**src/pgb_pkg.sv**
```systemverilog
// Shared types and constants of the subpath bounding-box grouper.
`default_nettype none

package pgb_pkg;

  // Word offsets wrap at 2^IndexBits; coordinates are Q16.16.
  localparam int IndexBits    = 16;
  localparam int FractionBits = 16;
  localparam int CoordW       = 32;
  localparam int LenW         = IndexBits + 1;

  // Result field widths.
  localparam int StartW    = 16;
  localparam int LengthW   = 17;
  localparam int SubpathsW = 16;
  localparam int LimitW    = 16;

  localparam logic [LimitW-1:0] GroupLimitReset = 16'd960;

  localparam logic [CoordW-1:0] FracMask = CoordW'((64'd1 << FractionBits) - 64'd1);

  // Command codes in the integer part of a word.
  localparam int CmdMove   = 0;
  localparam int CmdClose  = 1;
  localparam int CmdLine   = 2;
  localparam int CmdBezier = 3;

  // Coordinates owed by a command.
  localparam logic [2:0] CoordsPoint  = 3'd2;
  localparam logic [2:0] CoordsBezier = 3'd6;

  // Configuration port.
  localparam int   ApbAddrW      = 3;
  localparam int   ApbDataW      = 32;
  localparam logic RegGroupLimit = 1'b0;

  // Result queue.
  localparam int ResultDepth = 4;
  localparam int QPtrW       = $clog2(ResultDepth);
  localparam int QCntW       = QPtrW + 1;

  typedef logic signed [CoordW-1:0] coord_t;
  typedef logic [IndexBits-1:0]     pos_t;
  typedef logic [LenW-1:0]          len_t;

  typedef struct packed {
    coord_t min_x;
    coord_t min_y;
    coord_t max_x;
    coord_t max_y;
  } box_t;

  typedef enum logic [1:0] {
    ReasonDisjoint = 2'd0,
    ReasonLimit    = 2'd1,
    ReasonEnd      = 2'd2
  } reason_e;

  typedef struct packed {
    logic [StartW-1:0]    group_start;
    logic [LengthW-1:0]   group_length;
    logic [SubpathsW-1:0] group_subpaths;
    reason_e              flush_reason;
    logic                 last_in_run;
  } result_t;

  typedef struct packed {
    logic    valid;
    result_t data;
  } result_slot_t;

endpackage

`default_nettype wire

```
**src/pgb_in_if.sv**
```systemverilog
// Path word channel: valid/ready with one path word per transfer.
`default_nettype none

interface pgb_in_if;
  logic                  valid;
  logic                  ready;
  pgb_pkg::coord_t       path_word;
  logic                  last_word;

  modport source (output valid, output path_word, output last_word, input ready);
  modport sink   (input valid, input path_word, input last_word, output ready);
endinterface

`default_nettype wire

```
**src/pgb_out_if.sv**
```systemverilog
// Group result channel: valid/ready with one emitted group per transfer.
`default_nettype none

interface pgb_out_if;
  logic                             valid;
  logic                             ready;
  logic [pgb_pkg::StartW-1:0]       group_start;
  logic [pgb_pkg::LengthW-1:0]      group_length;
  logic [pgb_pkg::SubpathsW-1:0]    group_subpaths;
  logic [1:0]                       flush_reason;
  logic                             last_in_run;

  modport source (output valid, output group_start, output group_length,
                  output group_subpaths, output flush_reason, output last_in_run,
                  input ready);
  modport sink   (input valid, input group_start, input group_length,
                  input group_subpaths, input flush_reason, input last_in_run,
                  output ready);
endinterface

`default_nettype wire

```
**src/pgb_result_fifo.sv**
```systemverilog
// Small result queue that takes up to two results per cycle and gives one.
`default_nettype none

module pgb_result_fifo (
  input  logic                                 clk_i,
  input  logic                                 rst_ni,
  input  pgb_pkg::result_slot_t [1:0]          slots_i,
  output logic                                 space_o,
  output logic                                 valid_o,
  input  logic                                 ready_i,
  output pgb_pkg::result_t                     result_o
);

  pgb_pkg::result_t                 mem_q [pgb_pkg::ResultDepth];
  logic [pgb_pkg::QPtrW-1:0]        wr_ptr_q, wr_ptr_d;
  logic [pgb_pkg::QPtrW-1:0]        rd_ptr_q, rd_ptr_d;
  logic [pgb_pkg::QCntW-1:0]        count_q, count_d;
  logic [pgb_pkg::QPtrW-1:0]        wr_ptr_next;
  logic                             pop;
  logic [pgb_pkg::QCntW-1:0]        n_push;

  assign pop         = valid_o && ready_i;
  assign valid_o     = (count_q != '0);
  assign result_o    = mem_q[rd_ptr_q];
  assign space_o     = (count_q <= pgb_pkg::QCntW'(pgb_pkg::ResultDepth - 2));
  assign wr_ptr_next = wr_ptr_q + pgb_pkg::QPtrW'(1);
  assign n_push      = pgb_pkg::QCntW'(slots_i[0].valid) + pgb_pkg::QCntW'(slots_i[1].valid);

  always_comb begin
    wr_ptr_d = wr_ptr_q + pgb_pkg::QPtrW'(n_push);
    rd_ptr_d = pop ? rd_ptr_q + pgb_pkg::QPtrW'(1) : rd_ptr_q;
    count_d  = count_q + n_push - pgb_pkg::QCntW'(pop);
  end

  always_ff @(posedge clk_i or negedge rst_ni) begin
    if (!rst_ni) begin
      wr_ptr_q <= '0;
      rd_ptr_q <= '0;
      count_q  <= '0;
    end else begin
      wr_ptr_q <= wr_ptr_d;
      rd_ptr_q <= rd_ptr_d;
      count_q  <= count_d;
    end
  end

  // Payload storage, no reset.
  always_ff @(posedge clk_i) begin
    if (slots_i[0].valid) begin
      mem_q[wr_ptr_q] <= slots_i[0].data;
    end
    if (slots_i[1].valid) begin
      mem_q[wr_ptr_next] <= slots_i[1].data;
    end
  end

  a_no_overflow : assert property (@(posedge clk_i) disable iff (!rst_ni)
    slots_i[0].valid |-> space_o)
    else $error("result pushed without room");

  a_slot_order : assert property (@(posedge clk_i) disable iff (!rst_ni)
    slots_i[1].valid |-> slots_i[0].valid)
    else $error("second result slot used without the first");

  a_count_bound : assert property (@(posedge clk_i) disable iff (!rst_ni)
    count_q <= pgb_pkg::QCntW'(pgb_pkg::ResultDepth))
    else $error("result queue count out of range");

endmodule

`default_nettype wire

```
**src/path_subpath_bbox_grouper_core.sv**
```systemverilog
// Top level of the subpath bounding-box grouper.
`default_nettype none

// Streams a vector path one 32-bit word per transfer and emits one result per
// group of overlapping subpaths. A word is a Q16.16 coordinate or a command
// (integer part 0 move, 1 close, 2 line, 3 bezier); words ahead of the first
// move are skipped. Each subpath's inclusive box is merged into the current
// group when the boxes touch and the word total stays within group_word_limit
// (APB register 0, reset 960); otherwise the group is emitted and a new one
// starts. The word flagged last_word closes the path, flushes the final group
// and returns all path state to reset, so the next word starts a new path at
// offset zero. Throughput is one word per cycle while the result queue has room: a
// word is held in the input register, is resolved in one pass of compare-and-select
// logic, and its results (zero, one or two) land in a four-entry result queue whose
// head drives the output, so results pass both the input register and the queue.
// The input side stalls only while the queue holds more than two results, as
// one word may produce two; a stalled output therefore stops input after the
// queue fills. last_in_run marks the final result caused by a word.
module path_subpath_bbox_grouper_core (
  input  logic                            clk_i,
  input  logic                            rst_ni,
  pgb_in_if.sink                          path_i,
  pgb_out_if.source                       group_o,
  input  logic                            psel,
  input  logic                            penable,
  input  logic                            pwrite,
  input  logic [pgb_pkg::ApbAddrW-1:0]    paddr,
  input  logic [pgb_pkg::ApbDataW-1:0]    pwdata,
  output logic [pgb_pkg::ApbDataW-1:0]    prdata,
  output logic                            pready
);

  // ---------------------------------------------------------------- config
  logic [pgb_pkg::LimitW-1:0] limit_q;
  logic                       reg_hit;

  assign pready  = 1'b1;
  assign reg_hit = (paddr[2] == pgb_pkg::RegGroupLimit);
  assign prdata  = reg_hit ? pgb_pkg::ApbDataW'(limit_q) : '0;

  always_ff @(posedge clk_i or negedge rst_ni) begin
    if (!rst_ni) begin
      limit_q <= pgb_pkg::GroupLimitReset;
    end else if (psel && penable && pwrite && pready && reg_hit) begin
      limit_q <= pwdata[pgb_pkg::LimitW-1:0];
    end
  end

  // ---------------------------------------------------------- input stage
  logic             in_valid_q;
  pgb_pkg::coord_t  word_q;
  logic             last_q;
  logic             space;
  logic             fire;

  assign fire         = in_valid_q && space;
  assign path_i.ready = !in_valid_q || fire;

  always_ff @(posedge clk_i or negedge rst_ni) begin
    if (!rst_ni) begin
      in_valid_q <= 1'b0;
    end else if (path_i.ready) begin
      in_valid_q <= path_i.valid;
    end
  end

  always_ff @(posedge clk_i) begin
    if (path_i.valid && path_i.ready) begin
      word_q <= path_i.path_word;
      last_q <= path_i.last_word;
    end
  end

  // ---------------------------------------------------------- path state
  pgb_pkg::pos_t   word_pos_q, word_pos_d;
  logic [2:0]      cr_q, cr_d;
  logic            ny_q, ny_d;
  logic            ins_q, ins_d;
  pgb_pkg::pos_t   spb_q, spb_d;
  pgb_pkg::box_t   sb_q, sb_d;
  logic            sbv_q, sbv_d;
  pgb_pkg::pos_t   gb_q, gb_d;
  pgb_pkg::len_t   gw_q, gw_d;
  logic [pgb_pkg::SubpathsW-1:0] gc_q, gc_d;
  pgb_pkg::box_t   gbox_q, gbox_d;

  // Command decode: integer part truncated toward zero.
  pgb_pkg::coord_t int_floor;
  logic            frac_nz;
  logic            is_move, is_line, is_bez;

  assign int_floor = word_q >>> pgb_pkg::FractionBits;
  assign frac_nz   = |(word_q & pgb_pkg::FracMask);
  assign is_move   = (int_floor == pgb_pkg::coord_t'(pgb_pkg::CmdMove)) ||
                     ((int_floor == {pgb_pkg::CoordW{1'b1}}) && frac_nz);
  assign is_line   = (int_floor == pgb_pkg::coord_t'(pgb_pkg::CmdLine));
  assign is_bez    = (int_floor == pgb_pkg::coord_t'(pgb_pkg::CmdBezier));

  // Subpath state after this word's own action, before any finish.
  logic            ins_a, ny_a, sbv_a;
  logic [2:0]      cr_a;
  pgb_pkg::pos_t   spb_a;
  pgb_pkg::box_t   sb_a;
  logic            finish_mid;

  always_comb begin
    ins_a      = ins_q;
    cr_a       = cr_q;
    ny_a       = ny_q;
    sbv_a      = sbv_q;
    spb_a      = spb_q;
    sb_a       = sb_q;
    finish_mid = 1'b0;
    if (!ins_q) begin
      if (is_move) begin
        ins_a = 1'b1;
        spb_a = word_pos_q;
        sbv_a = 1'b0;
        sb_a  = '0;
        cr_a  = pgb_pkg::CoordsPoint;
        ny_a  = 1'b0;
      end
    end else if (cr_q != '0) begin
      // Fold one coordinate into the box; a point counts once its y arrives.
      if (!ny_q) begin
        if (!sbv_q) begin
          sb_a.min_x = word_q;
          sb_a.max_x = word_q;
        end else begin
          if (word_q < sb_q.min_x) sb_a.min_x = word_q;
          if (word_q > sb_q.max_x) sb_a.max_x = word_q;
        end
      end else begin
        if (!sbv_q) begin
          sb_a.min_y = word_q;
          sb_a.max_y = word_q;
          sbv_a      = 1'b1;
        end else begin
          if (word_q < sb_q.min_y) sb_a.min_y = word_q;
          if (word_q > sb_q.max_y) sb_a.max_y = word_q;
        end
      end
      ny_a = !ny_q;
      cr_a = cr_q - 3'd1;
    end else if (is_move && !last_q) begin
      finish_mid = 1'b1;
    end else begin
      ny_a = 1'b0;
      if (is_move || is_line) begin
        cr_a = pgb_pkg::CoordsPoint;
      end else if (is_bez) begin
        cr_a = pgb_pkg::CoordsBezier;
      end else begin
        cr_a = '0;
      end
    end
  end

  // Finish the subpath against the current group.
  logic            finish_en;
  pgb_pkg::pos_t   fin_end, len_raw, pos_inc;
  pgb_pkg::len_t   len_full;
  pgb_pkg::box_t   sb_eff;
  logic            overlap, over_limit, emit_a, take;
  logic [pgb_pkg::LenW:0] word_sum;

  pgb_pkg::pos_t   gb_f;
  pgb_pkg::len_t   gw_f;
  logic [pgb_pkg::SubpathsW-1:0] gc_f;
  pgb_pkg::box_t   gbox_f;
  logic            emit_b;

  assign pos_inc    = word_pos_q + pgb_pkg::pos_t'(1);
  assign finish_en  = finish_mid || (last_q && ins_a);
  assign fin_end    = last_q ? pos_inc : word_pos_q;
  assign len_raw    = fin_end - spb_a;
  assign len_full   = (len_raw == '0) ? pgb_pkg::len_t'(1) << pgb_pkg::IndexBits
                                      : pgb_pkg::len_t'(len_raw);
  assign sb_eff     = sbv_a ? sb_a : '0;
  assign overlap    = (sb_eff.max_x >= gbox_q.min_x) && (sb_eff.min_x <= gbox_q.max_x) &&
                      (sb_eff.max_y >= gbox_q.min_y) && (sb_eff.min_y <= gbox_q.max_y);
  assign word_sum   = {1'b0, gw_q} + {1'b0, len_full};
  assign over_limit = word_sum > (pgb_pkg::LenW + 1)'(limit_q);
  assign take       = (gw_q == '0) || !overlap || over_limit;
  assign emit_a     = finish_en && (gw_q != '0) && (!overlap || over_limit);

  always_comb begin
    gb_f   = gb_q;
    gw_f   = gw_q;
    gc_f   = gc_q;
    gbox_f = gbox_q;
    if (finish_en) begin
      if (take) begin
        gb_f   = spb_a;
        gw_f   = len_full;
        gc_f   = pgb_pkg::SubpathsW'(1);
        gbox_f = sb_eff;
      end else begin
        gw_f = word_sum[pgb_pkg::LenW-1:0];
        if (gc_q != '1) gc_f = gc_q + pgb_pkg::SubpathsW'(1);
        if (sb_eff.min_x < gbox_q.min_x) gbox_f.min_x = sb_eff.min_x;
        if (sb_eff.min_y < gbox_q.min_y) gbox_f.min_y = sb_eff.min_y;
        if (sb_eff.max_x > gbox_q.max_x) gbox_f.max_x = sb_eff.max_x;
        if (sb_eff.max_y > gbox_q.max_y) gbox_f.max_y = sb_eff.max_y;
      end
    end
  end

  assign emit_b = last_q && (gw_f != '0);

  // Next state: end of path clears everything, a mid-path move reopens.
  always_comb begin
    word_pos_d = pos_inc;
    ins_d      = finish_en ? 1'b0 : ins_a;
    cr_d       = cr_a;
    ny_d       = ny_a;
    spb_d      = spb_a;
    sb_d       = sb_a;
    sbv_d      = sbv_a;
    gb_d       = gb_f;
    gw_d       = gw_f;
    gc_d       = gc_f;
    gbox_d     = gbox_f;
    if (finish_mid) begin
      ins_d = 1'b1;
      spb_d = word_pos_q;
      sbv_d = 1'b0;
      sb_d  = '0;
      cr_d  = pgb_pkg::CoordsPoint;
      ny_d  = 1'b0;
    end
    if (last_q) begin
      word_pos_d = '0;
      ins_d      = 1'b0;
      cr_d       = '0;
      ny_d       = 1'b0;
      spb_d      = '0;
      sb_d       = '0;
      sbv_d      = 1'b0;
      gb_d       = '0;
      gw_d       = '0;
      gc_d       = '0;
      gbox_d     = '0;
    end
  end

  always_ff @(posedge clk_i or negedge rst_ni) begin
    if (!rst_ni) begin
      word_pos_q <= '0;
      cr_q       <= '0;
      ny_q       <= 1'b0;
      ins_q      <= 1'b0;
      spb_q      <= '0;
      sb_q       <= '0;
      sbv_q      <= 1'b0;
      gb_q       <= '0;
      gw_q       <= '0;
      gc_q       <= '0;
      gbox_q     <= '0;
    end else if (fire) begin
      word_pos_q <= word_pos_d;
      cr_q       <= cr_d;
      ny_q       <= ny_d;
      ins_q      <= ins_d;
      spb_q      <= spb_d;
      sb_q       <= sb_d;
      sbv_q      <= sbv_d;
      gb_q       <= gb_d;
      gw_q       <= gw_d;
      gc_q       <= gc_d;
      gbox_q     <= gbox_d;
    end
  end

  // ---------------------------------------------------------- results
  pgb_pkg::result_t             res_a, res_b;
  pgb_pkg::result_slot_t [1:0]  slots;
  pgb_pkg::result_t             head;

  always_comb begin
    res_a.group_start    = pgb_pkg::StartW'(gb_q);
    res_a.group_length   = pgb_pkg::LengthW'(gw_q);
    res_a.group_subpaths = gc_q;
    res_a.flush_reason   = overlap ? pgb_pkg::ReasonLimit : pgb_pkg::ReasonDisjoint;
    res_a.last_in_run    = !emit_b;

    res_b.group_start    = pgb_pkg::StartW'(gb_f);
    res_b.group_length   = pgb_pkg::LengthW'(gw_f);
    res_b.group_subpaths = gc_f;
    res_b.flush_reason   = pgb_pkg::ReasonEnd;
    res_b.last_in_run    = 1'b1;

    // Keep results in order: slot 0 goes out first.
    slots[0].valid = fire && (emit_a || emit_b);
    slots[0].data  = emit_a ? res_a : res_b;
    slots[1].valid = fire && emit_a && emit_b;
    slots[1].data  = res_b;
  end

  pgb_result_fifo u_result_fifo (
    .clk_i    (clk_i),
    .rst_ni   (rst_ni),
    .slots_i  (slots),
    .space_o  (space),
    .valid_o  (group_o.valid),
    .ready_i  (group_o.ready),
    .result_o (head)
  );

  assign group_o.group_start    = head.group_start;
  assign group_o.group_length   = head.group_length;
  assign group_o.group_subpaths = head.group_subpaths;
  assign group_o.flush_reason   = head.flush_reason;
  assign group_o.last_in_run    = head.last_in_run;

  // ---------------------------------------------------------- checks
  a_path_end_clears : assert property (@(posedge clk_i) disable iff (!rst_ni)
    (fire && last_q) |=> (word_pos_q == '0 && !ins_q && gw_q == '0))
    else $error("path state not cleared after final word");

  a_group_count : assert property (@(posedge clk_i) disable iff (!rst_ni)
    (gw_q != '0) == (gc_q != '0))
    else $error("group word count and subpath count disagree");

  a_idle_no_coords : assert property (@(posedge clk_i) disable iff (!rst_ni)
    !ins_q |-> (cr_q == '0))
    else $error("coordinates owed outside a subpath");

endmodule

`default_nettype wire

```
**src/flat_wrapper.sv**
```systemverilog
// flat-port wrapper written by rule: the top's interface ports become plain ports
module path_subpath_bbox_grouper_core_flat 
  (clk_i, rst_ni, psel, penable, pwrite, paddr, pwdata, prdata, pready, path_i_valid, path_i_path_word, path_i_last_word, path_i_ready, group_o_valid, group_o_group_start, group_o_group_length, group_o_group_subpaths, group_o_flush_reason, group_o_last_in_run, group_o_ready);
  pgb_in_if path_i_i ();
  pgb_out_if group_o_i ();
  input  logic clk_i;
  input  logic rst_ni;
  input  logic psel;
  input  logic penable;
  input  logic pwrite;
  input  logic [pgb_pkg::ApbAddrW-1:0] paddr;
  input  logic [pgb_pkg::ApbDataW-1:0] pwdata;
  output logic [pgb_pkg::ApbDataW-1:0] prdata;
  output logic pready;
  input wire logic [$bits(path_i_i.valid)-1:0] path_i_valid;
  input wire logic [$bits(path_i_i.path_word)-1:0] path_i_path_word;
  input wire logic [$bits(path_i_i.last_word)-1:0] path_i_last_word;
  output wire logic [$bits(path_i_i.ready)-1:0] path_i_ready;
  output wire logic [$bits(group_o_i.valid)-1:0] group_o_valid;
  output wire logic [$bits(group_o_i.group_start)-1:0] group_o_group_start;
  output wire logic [$bits(group_o_i.group_length)-1:0] group_o_group_length;
  output wire logic [$bits(group_o_i.group_subpaths)-1:0] group_o_group_subpaths;
  output wire logic [$bits(group_o_i.flush_reason)-1:0] group_o_flush_reason;
  output wire logic [$bits(group_o_i.last_in_run)-1:0] group_o_last_in_run;
  input wire logic [$bits(group_o_i.ready)-1:0] group_o_ready;
  assign path_i_i.valid = path_i_valid;
  assign path_i_i.path_word = path_i_path_word;
  assign path_i_i.last_word = path_i_last_word;
  assign path_i_ready = path_i_i.ready;
  assign group_o_valid = group_o_i.valid;
  assign group_o_group_start = group_o_i.group_start;
  assign group_o_group_length = group_o_i.group_length;
  assign group_o_group_subpaths = group_o_i.group_subpaths;
  assign group_o_flush_reason = group_o_i.flush_reason;
  assign group_o_last_in_run = group_o_i.last_in_run;
  assign group_o_i.ready = group_o_ready;
  path_subpath_bbox_grouper_core u_core (.clk_i(clk_i), .rst_ni(rst_ni), .path_i(path_i_i), .group_o(group_o_i), .psel(psel), .penable(penable), .pwrite(pwrite), .paddr(paddr), .pwdata(pwdata), .prdata(prdata), .pready(pready));
endmodule
```
**config.mk**
```make
export PLATFORM = sky130hd
export DESIGN_NAME = path_subpath_bbox_grouper_core_flat
export DESIGN_NICKNAME = d
export VERILOG_FILES = /design/src/pgb_pkg.sv /design/src/pgb_in_if.sv /design/src/pgb_out_if.sv /design/src/pgb_result_fifo.sv /design/src/path_subpath_bbox_grouper_core.sv /design/src/flat_wrapper.sv
export SDC_FILE = /design/constraint.sdc
export NUM_CORES = 2
export LEC_CHECK = 0
export CAP_MARGIN = 20
export CORE_MARGIN = 4
export CORE_UTILIZATION = 60
export CTS_CLUSTER_DIAMETER = 150
export DETAILED_ROUTE_END_ITERATION = 16
export DONT_BUFFER_PORTS = 1
export HOLD_SLACK_MARGIN = 0.08
export PLACE_DENSITY = 0.88
export SKIP_LAST_GASP = 1
export SYNTH_ARGS = -nofsm -noshare
export SYNTH_HDL_FRONTEND = slang
export SYNTH_SLANG_ARGS = --single-unit
```
**constraint.sdc**
```tcl
create_clock -name clk_i -period 26.5 [get_ports clk_i]
set_input_delay 2.65 -clock clk_i [delete_from_list [all_inputs] [get_ports clk_i]]
set_output_delay 2.65 -clock clk_i [all_outputs]
set_load 0.02 [all_outputs]
```
==> metrics <==
Root Buffer=clkbuf_16; buffers added on ports=0; Startpoint Class=flop; CP max FO=between 50 and 60; Post-Route WL=about 120 mm; clock-pin slew on the worst setup and hold paths=60 ps; placement row count=96; Synth-to-Final Area Change=7.380%; first-pass GRT wire length=roughly 190 mm; clk_lat worst skew=650 ps; Vias=between 30000 and 40000; Ys Warns=0; Yosys cell types=between 90 and 100; peak supply drop=between 50 and 60 uV; Final Net Count=~4700; GR Overflow Total=0; HPWL after DPL=roughly 80 mm; core area=between 0.06 and 0.07 sq mm; CP peak stage delay=approximately 730 ps; hold slack=between 400 and 500 ps; Critical Path RT=between 20000 and 30000 ps; register area share after synthesis=between 30% and 40%; final count of negative-setup-slack endpoints=0; clock buffer depth=3; category of the most critical setup path=flop to flop; layout cells sized above 1=8.130%; gr usage total=approximately a third; post-synthesis register bit count=a little over 600; Inserted Clock Buffers=slightly below 70; status=complete, no violations; cell area after synthesis=0.04169 sq mm; number of fill cells=roughly 5200; area of the multi-input gates=approximately 0.023 sq mm; relative slew slack=around 24%; post-CTS resize count=0; setup bufs post-CTS=0; Least-Margin Pin Slew=1133 ps; Worst Skew=between 30 and 40 ps; Detail Route Antenna Nets=0; worst path arrival time=approximately 13000 ps; die footprint=approximately 0.074 sq mm; Cell Pwr Density=~68 mW/mm^2; # clock sinks=between 600 and 700; Crit. End Element=flop; number of flops mapped to enable cells by yosys=around 230; fmax=between 0.07 and 0.08 GHz; IO Pins=between 150 and 200; Place WS=between 10000 and 15000 ps; vias in the first global route=34900; min Tclk post-route=around 13000 ps; die height=approximately 270 um; post-route cell area=roughly 0.045 sq mm; RSZ-0062 raised after global routing=false; # hold bufs at CTS=0; path category of the worst min-delay check=flop to flop; P_leak=~0.019 uW; GPL Wtd Cong=approximately 0.95; final hold vios=0; number of vias per cell=slightly below 7; Initial Util=60.68%; drt first-iter violations=4339; period utilization=about half; Max Cap Viol=0; Die W=approximately 270 um; DP Area=0.04228 sq mm; drt pass-1 iters=8; setup_tns=0 ps; largest net degree at the start of global routing=approximately 370; H-tree depth=3; DR DRC count=0; average wire per standard cell=around 23 um; Finished Core Util=between 60% and 70%; Setup WS post-layout=roughly 14000 ps; post-synthesis instance total=roughly 4300; FF+latch area=~0.016 sq mm; ys flop type=dfrtp_1; max-slew violations=0; slowest CP cell=edfxtp_1; fraction of registers with async set/reset=roughly three fifths; CTS tree=done; syn avg cell area=approximately 9.6 sq um; initial antenna violation count=8
==> worst max-delay path, delay by kind of cell (launching register included) <==
family	cells	cell delay, ps
compound gates	16	4030
flops	1	730
buf+inv	4	1380
fa+ha+maj	4	1440
xor+xnor	1	400
simple gates	15	4560
==> kinds of logic after synthesis <==
family | Yosys count | share of synthesized area, %
xor+xnor | 56 | 1.209
other cells | 2 | 0.01801
flops | 608 | 39.11
simple gates | 1218 | 13.79
fa+ha+maj | 436 | 13.13
buf+inv | 588 | 5.651
compound gates | 1190 | 19.37
mux | 250 | 7.722
==> final cells by class <==
| class | instances | share of cell area, % |
|---|---|---|
| Antenna cell | 6 | 0.03354 |
| Sequential cell | 608 | 36.43 |
| Tap cell | 931 | 2.602 |
| Multi-Input combinational cell | 3167 | 51.92 |
| Timing Repair Buffer | 53 | 0.9335 |
| Clock inverter | 43 | 1.286 |
| Inverter | 313 | 2.624 |
| Clock buffer | 84 | 4.170 |
==> metrics by stage <==
stage	instances	total power, uW
5_1_grt	5199	3155
3_3_place_gp	5071	1966
4_1_cts	5198	3027
2_1_floorplan	4363	1735
3_5_place_dp	5071	1985
6_report	5205	3045
==> synthesized netlist by cell type (all sizes together) (42+ instances only) <==
library cell / instances / area, sq um
o2bb2ai: 65 / 569.3
dfrtp: 363 / 9084
nand3: 92 / 465.5
nand2: 342 / 1286
buf: 83 / 460.4
nand4: 97 / 613.1
inv: 313 / 1175
edfxtp: 229 / 6877
nor2: 410 / 1546
a21oi: 202 / 1015
a21o: 123 / 923.4
ha: 432 / 5405
clkbuf: 192 / 720.7
o31ai: 48 / 360.4
o21ai: 173 / 914.6
a31oi: 60 / 375.4
o22ai: 205 / 1282
mux2: 50 / 563.0
and2: 52 / 325.3
a22o: 94 / 823.3
mux4: 52 / 1171
o211ai: 44 / 335.3
mux2i: 148 / 1485
o21a: 42 / 315.3
==> layout by cell type (no fill, tap or decap), drive strengths merged, types with 42 or more instances in the layout <==
cell,Yosys,routed
edfxtp,229,229
a31oi,60,60
o211ai,44,44
a21o,123,123
nor2,410,410
inv,313,319
a22o,94,94
nand3,92,92
o31ai,48,48
a21oi,202,202
ha,432,432
clkbuf,192,84
mux2,50,50
and2,52,52
mux2i,148,148
o2bb2ai,65,65
o21ai,173,173
nand2,342,342
mux4,52,52
nand4,97,97
buf,83,53
o22ai,205,205
dfrtp,363,363
o21a,42,42
==> report_power, final <==
group          switching, uW  internal (uW)  total [uW]
combinational            623            310         932
clock                    429            618        1050
sequential              60.0           1010        1070
==> sequential cells by signal, indices dropped and copies added (netlist names) <==
name                           cells
u_core.ins_q                       1
u_core.gb_q                       16
u_core.cr_q                        3
u_core.u_result_fifo.count_q       3
u_core.sbv_q                       1
u_core.gc_q                       16
u_core.u_result_fifo.wr_ptr_q      2
u_core.word_pos_q                 16
u_core.u_result_fifo.rd_ptr_q      2
u_core.u_result_fifo.mem_q       208
u_core.limit_q                    16
u_core.spb_q                      16
u_core.ny_q                        1
u_core.word_q                     32
u_core.gw_q                       17
u_core.gbox_q                    128
u_core.in_valid_q                  1
u_core.last_q                      1
u_core.sb_q                      128
==> worst paths after layout <==
check | startpoint | end | slack [ps] | cells after the start
max | u_core.word_q[25] | u_core.u_result_fifo.mem_q[1][11] | 13550 | 40
min | u_core.u_result_fifo.mem_q[0][1] | u_core.u_result_fifo.mem_q[0][1] | 470 | 2
max reg2reg | u_core.word_q[25] | u_core.u_result_fifo.mem_q[1][11] | 13550 | 40
min reg2reg | u_core.u_result_fifo.mem_q[0][1] | u_core.u_result_fifo.mem_q[0][1] | 470 | 2
max in group asynchronous | rst_ni | u_core.limit_q[11] | 24080 | 0
min in group asynchronous | rst_ni | u_core.sb_q[109] | 1710 | 0
==> layer usage <==
layer,GRT usage [%],routed length (um),vias up
met3,6.143,12200,508
met2,53.57,57680,2241
met4,16.24,7186,12
met5,0,80,-
li1,-,-,15810
met1,40.08,44790,17080
(Power assumes the default switching activity.)
